===== src/sv/brr_pkg.sv =====
// Package with the shared types and fixed constants of the BRR ADPCM block decoder.
package brr_pkg;

  // Working width of the prediction sum, wide enough for every filter term.
  typedef logic signed [19:0] acc_t;

  // One decoded sample as stored in the history ring and sent out.
  typedef logic signed [15:0] sample_t;

  // Position of a nybble within one data word, first to fourth.
  typedef logic [1:0] step_t;

  // Prediction filter codes taken from the block header.
  typedef enum logic [1:0] {
    FILT_NONE = 2'd0,
    FILT_ONE  = 2'd1,
    FILT_TWO  = 2'd2,
    FILT_THREE = 2'd3
  } filter_t;

  // Last nybble of a data word.
  localparam step_t STEP_LAST = 2'd3;

  // Largest shift that scales normally; anything above is the invalid case.
  localparam logic [3:0] SHIFT_MAX = 4'd12;

  // Value a negative nybble takes under an invalid shift.
  localparam acc_t INVALID_NEG = ~acc_t'(20'h007ff);

  // Filter coefficients for the newest sample (P1) and the halved older sample (P2).
  localparam acc_t COEF_TWO_P1   = -20'sd3;
  localparam acc_t COEF_THREE_P1 = -20'sd13;
  localparam acc_t COEF_THREE_P2 = 20'sd3;

  // Clamp limits of the 16-bit signed sum.
  localparam acc_t SAT_MAX = 20'sd32767;
  localparam acc_t SAT_MIN = -20'sd32768;

endpackage


===== src/sv/brr_adpcm_block_decoder_unit.sv =====
// Top level of the BRR ADPCM block decoder: history ring memory and the sample datapath.
// The fetch stage can take the next word while the decode stage still works on the last one;
// a single shared filter step decodes the four nybbles one after another, each using the
// sample produced just before it, and a full output register holds the last nybble back.
// Reset: synchronous, active low; clears the handshake state, the ring positions and the
// per-entry valid bits of the history memory, so the ring reads as zero at once with no sweep.
module brr_adpcm_block_decoder_unit #(
  parameter int VOICE_COUNT = 8,
  parameter int RING_LENGTH = 12
) (
  input  logic               clk,
  input  logic               rst_n,
  input  logic               in_valid,
  output logic               in_stall,
  input  logic [2:0]         in_voice,
  input  logic [1:0]         in_filter_mode,
  input  logic [3:0]         in_shift_amount,
  input  logic [7:0]         in_data_high,
  input  logic [7:0]         in_data_low,
  output logic               out_valid,
  input  logic               out_stall,
  output logic signed [15:0] out_sample_first,
  output logic signed [15:0] out_sample_second,
  output logic signed [15:0] out_sample_third,
  output logic signed [15:0] out_sample_fourth
);

  localparam int VW    = (VOICE_COUNT > 1) ? $clog2(VOICE_COUNT) : 1;
  localparam int PW    = $clog2(RING_LENGTH);
  localparam int DEPTH = VOICE_COUNT * RING_LENGTH;
  localparam int AW    = (DEPTH > 1) ? $clog2(DEPTH) : 1;

  localparam logic [PW-1:0] RL_M1 = PW'(RING_LENGTH - 1);
  localparam logic [PW-1:0] RL_M2 = PW'(RING_LENGTH - 2);

  // History ring memory with one valid bit per entry.
  brr_pkg::sample_t ring_mem [DEPTH];
  logic [DEPTH-1:0] ring_vld_r;

  // Per-voice write position.
  logic [PW-1:0] pos_r [VOICE_COUNT];

  // Fetch stage: the accepted word waits here while its history is read.
  logic             f_valid_r;
  logic [VW-1:0]    f_voice_r;
  logic [1:0]       f_filt_r;
  logic [3:0]       f_shift_r;
  logic [15:0]      f_data_r;
  logic [PW-1:0]    f_pos_r;
  brr_pkg::sample_t rd1_r;
  brr_pkg::sample_t rd2_r;
  logic             rv1_r;
  logic             rv2_r;

  // Decode stage: one nybble per cycle, held at the last nybble while the output is full.
  logic             c_busy_r;
  brr_pkg::step_t   c_step_r;
  logic [VW-1:0]    c_voice_r;
  logic [1:0]       c_filt_r;
  logic [3:0]       c_shift_r;
  logic [15:0]      c_data_r;
  logic [PW-1:0]    c_wpos_r;
  brr_pkg::sample_t p1_r;
  brr_pkg::sample_t p2_r;
  brr_pkg::sample_t smp_r [3];

  // Output register.
  logic             out_valid_r;
  brr_pkg::sample_t out_s0_r;
  brr_pkg::sample_t out_s1_r;
  brr_pkg::sample_t out_s2_r;
  brr_pkg::sample_t out_s3_r;

  logic             c_last;
  logic             out_free;
  logic             c_adv;
  logic             c_done;
  logic             load;
  logic             accept;
  logic             fwd;
  logic [3:0]       vm;
  logic [VW-1:0]    vidx;
  logic [PW-1:0]    pos_cur;
  logic [PW:0]      pos_sum;
  logic [PW-1:0]    pos_nxt;
  logic [PW-1:0]    idx1;
  logic [PW-1:0]    idx2;
  logic [AW-1:0]    rbase;
  logic [AW-1:0]    raddr1;
  logic [AW-1:0]    raddr2;
  logic [AW-1:0]    waddr;
  logic [PW-1:0]    wpos_nxt;
  brr_pkg::sample_t p1_start;
  brr_pkg::sample_t p2_start;
  logic [3:0]       nyb;
  brr_pkg::acc_t    ext;
  brr_pkg::acc_t    scaled;
  brr_pkg::acc_t    p1x;
  brr_pkg::acc_t    p2h;
  brr_pkg::acc_t    prod_a;
  brr_pkg::acc_t    prod_b;
  brr_pkg::acc_t    sum;
  brr_pkg::sample_t clamped;
  brr_pkg::sample_t cur;

  // Handshake and stage control. The fetch stage takes a word only when it is empty and the
  // decode stage is not writing its last sample, so every read sees all earlier writes or is
  // replaced by forwarding from the decode stage.
  assign c_last   = c_busy_r && (c_step_r == brr_pkg::STEP_LAST);
  assign out_free = !out_valid_r || !out_stall;
  assign c_adv    = c_busy_r && (!c_last || out_free);
  assign c_done   = c_last && out_free;
  assign load     = f_valid_r && (!c_busy_r || c_done);
  assign in_stall = f_valid_r || c_last;
  assign accept   = in_valid && !in_stall;
  assign fwd      = c_done && (c_voice_r == f_voice_r);

  // Voice number reduced into range by repeated subtraction.
  always_comb begin
    vm = {1'b0, in_voice};
    for (int i = 0; i < 8; i++) begin
      if ({1'b0, vm} >= 5'(VOICE_COUNT)) begin
        vm = vm - 4'(VOICE_COUNT);
      end
    end
    vidx = VW'(vm);
  end

  // Ring indexes of the two previous samples and the position after this word.
  always_comb begin
    pos_cur = pos_r[vidx];
    idx1    = (pos_cur == '0) ? RL_M1 : pos_cur - PW'(1);
    idx2    = (pos_cur < PW'(2)) ? pos_cur + RL_M2 : pos_cur - PW'(2);
    pos_sum = {1'b0, pos_cur} + (PW+1)'(4);
    if (pos_sum >= (PW+1)'(RING_LENGTH)) begin
      pos_sum = pos_sum - (PW+1)'(RING_LENGTH);
    end
    pos_nxt = pos_sum[PW-1:0];
    rbase   = AW'(vidx) * AW'(RING_LENGTH);
    raddr1  = rbase + AW'(idx1);
    raddr2  = rbase + AW'(idx2);
  end

  // Write address of the sample being decoded and the following position.
  assign waddr    = AW'(c_voice_r) * AW'(RING_LENGTH) + AW'(c_wpos_r);
  assign wpos_nxt = (c_wpos_r == RL_M1) ? '0 : c_wpos_r + PW'(1);

  // Starting history for the next word: forwarded when the same voice is just finishing.
  always_comb begin
    if (fwd) begin
      p1_start = cur;
      p2_start = p1_r;
    end else begin
      p1_start = rv1_r ? rd1_r : '0;
      p2_start = rv2_r ? rd2_r : '0;
    end
  end

  // Nybble selection and scaling.
  always_comb begin
    case (c_step_r)
      2'd0:    nyb = c_data_r[15:12];
      2'd1:    nyb = c_data_r[11:8];
      2'd2:    nyb = c_data_r[7:4];
      default: nyb = c_data_r[3:0];
    endcase
    ext = brr_pkg::acc_t'(signed'({{16{nyb[3]}}, nyb}));
    if (c_shift_r <= brr_pkg::SHIFT_MAX) begin
      scaled = (ext <<< c_shift_r) >>> 1;
    end else begin
      scaled = nyb[3] ? brr_pkg::INVALID_NEG : '0;
    end
  end

  // Prediction filter, clamp and doubling.
  always_comb begin
    p1x    = brr_pkg::acc_t'(p1_r);
    p2h    = brr_pkg::acc_t'(p2_r) >>> 1;
    prod_a = '0;
    prod_b = '0;
    sum    = scaled;
    unique case (brr_pkg::filter_t'(c_filt_r))
      brr_pkg::FILT_NONE: begin
        sum = scaled;
      end
      brr_pkg::FILT_ONE: begin
        sum = scaled + (p1x >>> 1) + ((-p1x) >>> 5);
      end
      brr_pkg::FILT_TWO: begin
        prod_a = p1x * brr_pkg::COEF_TWO_P1;
        sum    = scaled + p1x - p2h + (p2h >>> 4) + (prod_a >>> 6);
      end
      brr_pkg::FILT_THREE: begin
        prod_a = p1x * brr_pkg::COEF_THREE_P1;
        prod_b = p2h * brr_pkg::COEF_THREE_P2;
        sum    = scaled + p1x - p2h + (prod_a >>> 7) + (prod_b >>> 4);
      end
      default: begin
        sum = scaled;
      end
    endcase
    if (sum > brr_pkg::SAT_MAX) begin
      clamped = 16'sh7fff;
    end else if (sum < brr_pkg::SAT_MIN) begin
      clamped = 16'sh8000;
    end else begin
      clamped = sum[15:0];
    end
    cur = {clamped[14:0], 1'b0};
  end

  // History memory: one write port for the decode stage, two registered read ports.
  always_ff @(posedge clk) begin
    if (c_adv) begin
      ring_mem[waddr] <= cur;
    end
    if (accept) begin
      rd1_r <= ring_mem[raddr1];
      rd2_r <= ring_mem[raddr2];
    end
  end

  // Valid bits of the history entries and the per-voice positions.
  always_ff @(posedge clk) begin
    if (!rst_n) begin
      ring_vld_r <= '0;
      for (int v = 0; v < VOICE_COUNT; v++) begin
        pos_r[v] <= '0;
      end
    end else begin
      if (c_adv) begin
        ring_vld_r[waddr] <= 1'b1;
      end
      if (accept) begin
        pos_r[vidx] <= pos_nxt;
      end
    end
  end

  // Fetch stage registers.
  always_ff @(posedge clk) begin
    if (!rst_n) begin
      f_valid_r <= 1'b0;
    end else if (accept) begin
      f_valid_r <= 1'b1;
    end else if (load) begin
      f_valid_r <= 1'b0;
    end
    if (accept) begin
      f_voice_r <= vidx;
      f_filt_r  <= in_filter_mode;
      f_shift_r <= in_shift_amount;
      f_data_r  <= {in_data_high, in_data_low};
      f_pos_r   <= pos_cur;
      rv1_r     <= ring_vld_r[raddr1];
      rv2_r     <= ring_vld_r[raddr2];
    end
  end

  // Decode stage registers.
  always_ff @(posedge clk) begin
    if (!rst_n) begin
      c_busy_r <= 1'b0;
      c_step_r <= '0;
    end else if (load) begin
      c_busy_r <= 1'b1;
      c_step_r <= '0;
    end else if (c_adv) begin
      if (c_last) begin
        c_busy_r <= 1'b0;
      end else begin
        c_step_r <= c_step_r + 2'd1;
      end
    end
    if (load) begin
      c_voice_r <= f_voice_r;
      c_filt_r  <= f_filt_r;
      c_shift_r <= f_shift_r;
      c_data_r  <= f_data_r;
      c_wpos_r  <= f_pos_r;
      p1_r      <= p1_start;
      p2_r      <= p2_start;
    end else if (c_adv) begin
      c_wpos_r <= wpos_nxt;
      p1_r     <= cur;
      p2_r     <= p1_r;
    end
    if (c_adv && !c_last) begin
      smp_r[c_step_r] <= cur;
    end
  end

  // Output register: holds a finished word until the far side takes it.
  always_ff @(posedge clk) begin
    if (!rst_n) begin
      out_valid_r <= 1'b0;
    end else if (c_done) begin
      out_valid_r <= 1'b1;
    end else if (!out_stall) begin
      out_valid_r <= 1'b0;
    end
    if (c_done) begin
      out_s0_r <= smp_r[0];
      out_s1_r <= smp_r[1];
      out_s2_r <= smp_r[2];
      out_s3_r <= cur;
    end
  end

  assign out_valid         = out_valid_r;
  assign out_sample_first  = out_s0_r;
  assign out_sample_second = out_s1_r;
  assign out_sample_third  = out_s2_r;
  assign out_sample_fourth = out_s3_r;

endmodule


===== config.mk =====
export PLATFORM = sky130hd
export DESIGN_NAME = brr_adpcm_block_decoder_unit
export DESIGN_NICKNAME = d
export VERILOG_FILES = /design/src/sv/brr_pkg.sv /design/src/sv/brr_adpcm_block_decoder_unit.sv
export SDC_FILE = /design/constraint.sdc
export NUM_CORES = 2
export LEC_CHECK = 0
export BUFFER_PORTS_ARGS = -buffer_cell sky130_fd_sc_hd__buf_4
export CORE_MARGIN = 4
export CORE_UTILIZATION = 44
export DETAILED_ROUTE_END_ITERATION = 10
export PLACE_DENSITY_LB_ADDON = 0.12
export SLEW_MARGIN = 20
export SYNTH_ARGS = -nofsm -noshare
export SYNTH_HDL_FRONTEND = slang
export SYNTH_SLANG_ARGS = --single-unit

===== constraint.sdc =====
create_clock -name clk -period 11.79 [get_ports clk]
set_input_delay 0.5895 -clock clk [delete_from_list [all_inputs] [get_ports clk]]
set_output_delay 0.5895 -clock clk [all_outputs]
set_load 0.02 [all_outputs]

==> results.sh <==
export IMPL_status="completed"
export IMPL_port_buffers=90
export IMPL_rsz0062_at_grt="false"
export IMPL_ios=95
export IMPL_crit_top_cell="inv_1"
export IMPL_grt_pass1_wl_um=436000
export IMPL_startpoint_type="flip-flop"
export IMPL_synthFlopType="edfxtp_1"
export IMPL_grt_total_usage_pct=27.7
export IMPL_nFillCells=17700
export IMPL_hold_viol_final=0
export IMPL_critPathMaxFanout=76
export IMPL_ys_types=78
export IMPL_area_growth_synth_to_final_pct=11.7
export IMPL_nets=7350
export IMPL_drv_cap=0
export IMPL_fin_tns_setup_ns=0
export IMPL_crit_path_max_incr_delay_ns=0.78
export IMPL_synth_async_sr_flop_share_pct=0
export IMPL_yosysSeqAreaShare_pct=57.6
export IMPL_postRouteAntennaNets=0
export IMPL_period_needed_ns=10.87
export IMPL_hpwlAfterDp_um=180000
export IMPL_coreArea_mm2=0.207
export IMPL_endpoint_kind="flip-flop"
export IMPL_drt_iter0_markers=7745
export IMPL_routabilityCongestion=0.911
export IMPL_overflow=0
export IMPL_seq_area_mm2=0.0530
export IMPL_die_width_um=465
export IMPL_cts_buffers=192
export IMPL_grt_pass1_vias=60200
export IMPL_root_buffer="clkbuf_16"
export IMPL_row_count=167
export IMPL_synth_area_mm2=0.0920
export IMPL_fp_dieArea_mm2=0.216
export IMPL_cts_tree="done"
export IMPL_grt_max_degree=173
export IMPL_antenna_found_initial=14
export IMPL_initial_core_util_pct=44.3
export IMPL_skew_ns=0.0344
export IMPL_drt_first_pass_iters=6
export IMPL_slew_violations=0
export IMPL_syn_area_per_cell_um2=13.0
export IMPL_clock_sinks=1798
export IMPL_worstPathArrival_ns=11.41
export IMPL_drc=0
export IMPL_die_h_um=465
export IMPL_period_share_pct=92.2
export IMPL_hold_class="in2reg"
export IMPL_finalSetupViolCount=0
export IMPL_crit_path_top_delay_cell="buf_4"
export IMPL_worst_pin_slew_ns=1.20
export IMPL_max_freq_mhz=92.0
export IMPL_synth_seq_cells=1798
export IMPL_worst_setup_path_type="reg2reg"
export IMPL_clkTransAtPathRegs_ns=0.06
export IMPL_insertion_delay_ns=0.87
export IMPL_multi_input_area_mm2=0.0372
export IMPL_clockBufferDepth=3
export IMPL_synthCells=7049
export IMPL_slew_headroom_pct=19.6
export IMPL_yosysWarnings=0
export IMPL_wl_um=304000
export IMPL_drive_gt1_share_pct=17.0
export IMPL_post_cts_buffers=0
export IMPL_vias=62500
export IMPL_wl_per_cell_um=30.5
export IMPL_synth_edff_count=1697
export IMPL_viasPerCell=6.27
export IMPL_crit_required_ns=12.33
export IMPL_htreeDepth=4
worst max-delay path, delay by kind of cell (launching register included):
| family | cells | cell delay, ns |
|---|---|---|
| AO/OA/AOI/OAI | 13 | 3.73 |
| XOR/XNOR | 3 | 0.62 |
| AND/OR/NAND/NOR | 6 | 1.28 |
| flip-flops | 1 | 0.42 |
| multiplexers | 1 | 0.40 |
| buffers and inverters | 8 | 2.01 |
| adder cells (fa/ha/maj) | 5 | 1.94 |
path summary, 6_finish.rpt:
path,startpoint,end,slack (ns),cells after the start
setup / recovery,c_step_r[0],ring_mem[66][1],0.92,36
hold / removal,in_voice[2],f_voice_r[2],0.12,1
setup reg to reg,c_step_r[0],ring_mem[66][1],0.92,36
hold reg to reg,smp_r[2][13],out_sample_third[14],0.42,0
timing repair:
action	4_1_cts	5_1_grt
hold buffers	23	0
setup endpoints to repair	0	0
hold endpoints to repair	23	0
resized for setup	0	0
through the flow:
| stage | area (um^2) | util, % | hold WS (ns) | cells | setup slack [ns] |
|---|---|---|---|---|---|
| floorplan | 92000 | - | 0.400 | 7052 | 1.43 |
| global placement | 96300 | 46.4 | 0.401 | 9580 | 0.978 |
| detailed placement | 96400 | 46.4 | 0.405 | 9581 | 1.01 |
| CTS | 103000 | 49.5 | 0.0590 | 9955 | 0.929 |
| global route | 103000 | 49.5 | 0.0817 | 9958 | 0.207 |
| finish | 103000 | 49.5 | 0.122 | 9961 | 0.923 |
area by class of cell:
type | instances | share of cell area (%)
inverter | 222 | 0.826
clock inverter | 87 | 0.770
antenna | 4 | 0.00975
timing repair buffer | 237 | 2.06
multi-input combinational | 4561 | 36.3
sequential | 1798 | 51.6
tap | 2788 | 3.40
clock buffer | 264 | 5.09
flip-flops by register name, summed over array words and instances (netlist names), 15 cells and up:
register	count
p1_r	15
rd1_r	15
rd2_r	15
ring_vld_r	96
f_data_r	16
p2_r	15
out_sample_second	15
smp_r	45
pos_r	32
out_sample_fourth	15
ring_mem	1440
out_sample_third	15
c_data_r	16
out_sample_first	15
metal layers:
metal | track usage (%) | up-vias | share of wire, %
li1 | - | 26500 | -
met3 | 5.69 | 575 | 9.6
met1 | 39.2 | 32100 | 41
met5 | 0 | - | 0.012
met4 | 10.3 | 6 | 4.0
met2 | 42.4 | 3322 | 45
cells by family after synthesis:
logic type	share of synthesized area [%]
DFF	57.6
other	0.00408
adders and majority gates	4.94
AOI/OAI and AO/OA	6.29
and+or+nand+nor	12.4
muxes	14.7
xor gates and xnor gates	1.15
buffers and inverters	2.96
layout by cell type (no fill, tap or decap), types with 12 or more instances in the layout:
master	Yosys	routed
a21o_1	26	26
a21oi_1	134	133
a311oi_1	72	72
a31oi_1	326	326
and3_1	332	331
buf_12	0	17
buf_4	5	193
clkbuf_1	323	59
clkbuf_16	0	194
clkinv_1	1	34
clkinv_2	0	24
dfxtp_1	101	101
dlygate4sd3_1	0	23
edfxtp_1	1697	1697
fa_1	90	88
ha_1	219	216
inv_1	220	219
mux4_2	592	592
nand2_1	1764	1754
nand2b_1	26	26
nand3_1	194	192
nor2_1	206	110
nor2_2	1	19
nor2_4	0	78
nor2b_1	22	22
nor3_1	24	24
o211ai_1	18	18
o21a_1	122	122
o21ai_0	72	69
o21ai_1	22	16
o21bai_1	12	12
or3_1	24	24
xnor2_1	85	82
xor2_1	33	29
cells in the mapped netlist (all sizes together), types with 5 or more instances:
library cell | number | area share, %
a311oi | 72 | 0.69
fa | 90 | 2.0
and2 | 11 | 0.075
a21boi | 6 | 0.049
o21ai | 94 | 0.51
nand4 | 8 | 0.054
xnor2 | 85 | 0.81
a22oi | 5 | 0.041
a31oi | 326 | 2.2
buf | 148 | 0.74
or3 | 24 | 0.16
edfxtp | 1697 | 55
a21oi | 136 | 0.75
nand3 | 194 | 1.1
o21a | 122 | 1.0
dfxtp | 101 | 2.2
or2 | 8 | 0.054
ha | 219 | 3.0
xor2 | 33 | 0.31
nand2 | 1765 | 7.2
o211ai | 18 | 0.15
mux4 | 592 | 14
nand2b | 26 | 0.18
and3 | 332 | 2.3
clkbuf | 323 | 1.3
nor2 | 207 | 0.85
o22ai | 10 | 0.068
inv | 221 | 0.90
a21o | 26 | 0.21
nor4 | 7 | 0.048
a41oi | 5 | 0.048
nor3 | 25 | 0.15
mux2i | 10 | 0.12
o21bai | 12 | 0.098
nor2b | 22 | 0.15
a211oi | 11 | 0.095
nand3b | 7 | 0.057
Power is left out: the tool's default activity adds up to more than one toggle a clock period on the data nets, which glitch-free logic cannot reach.
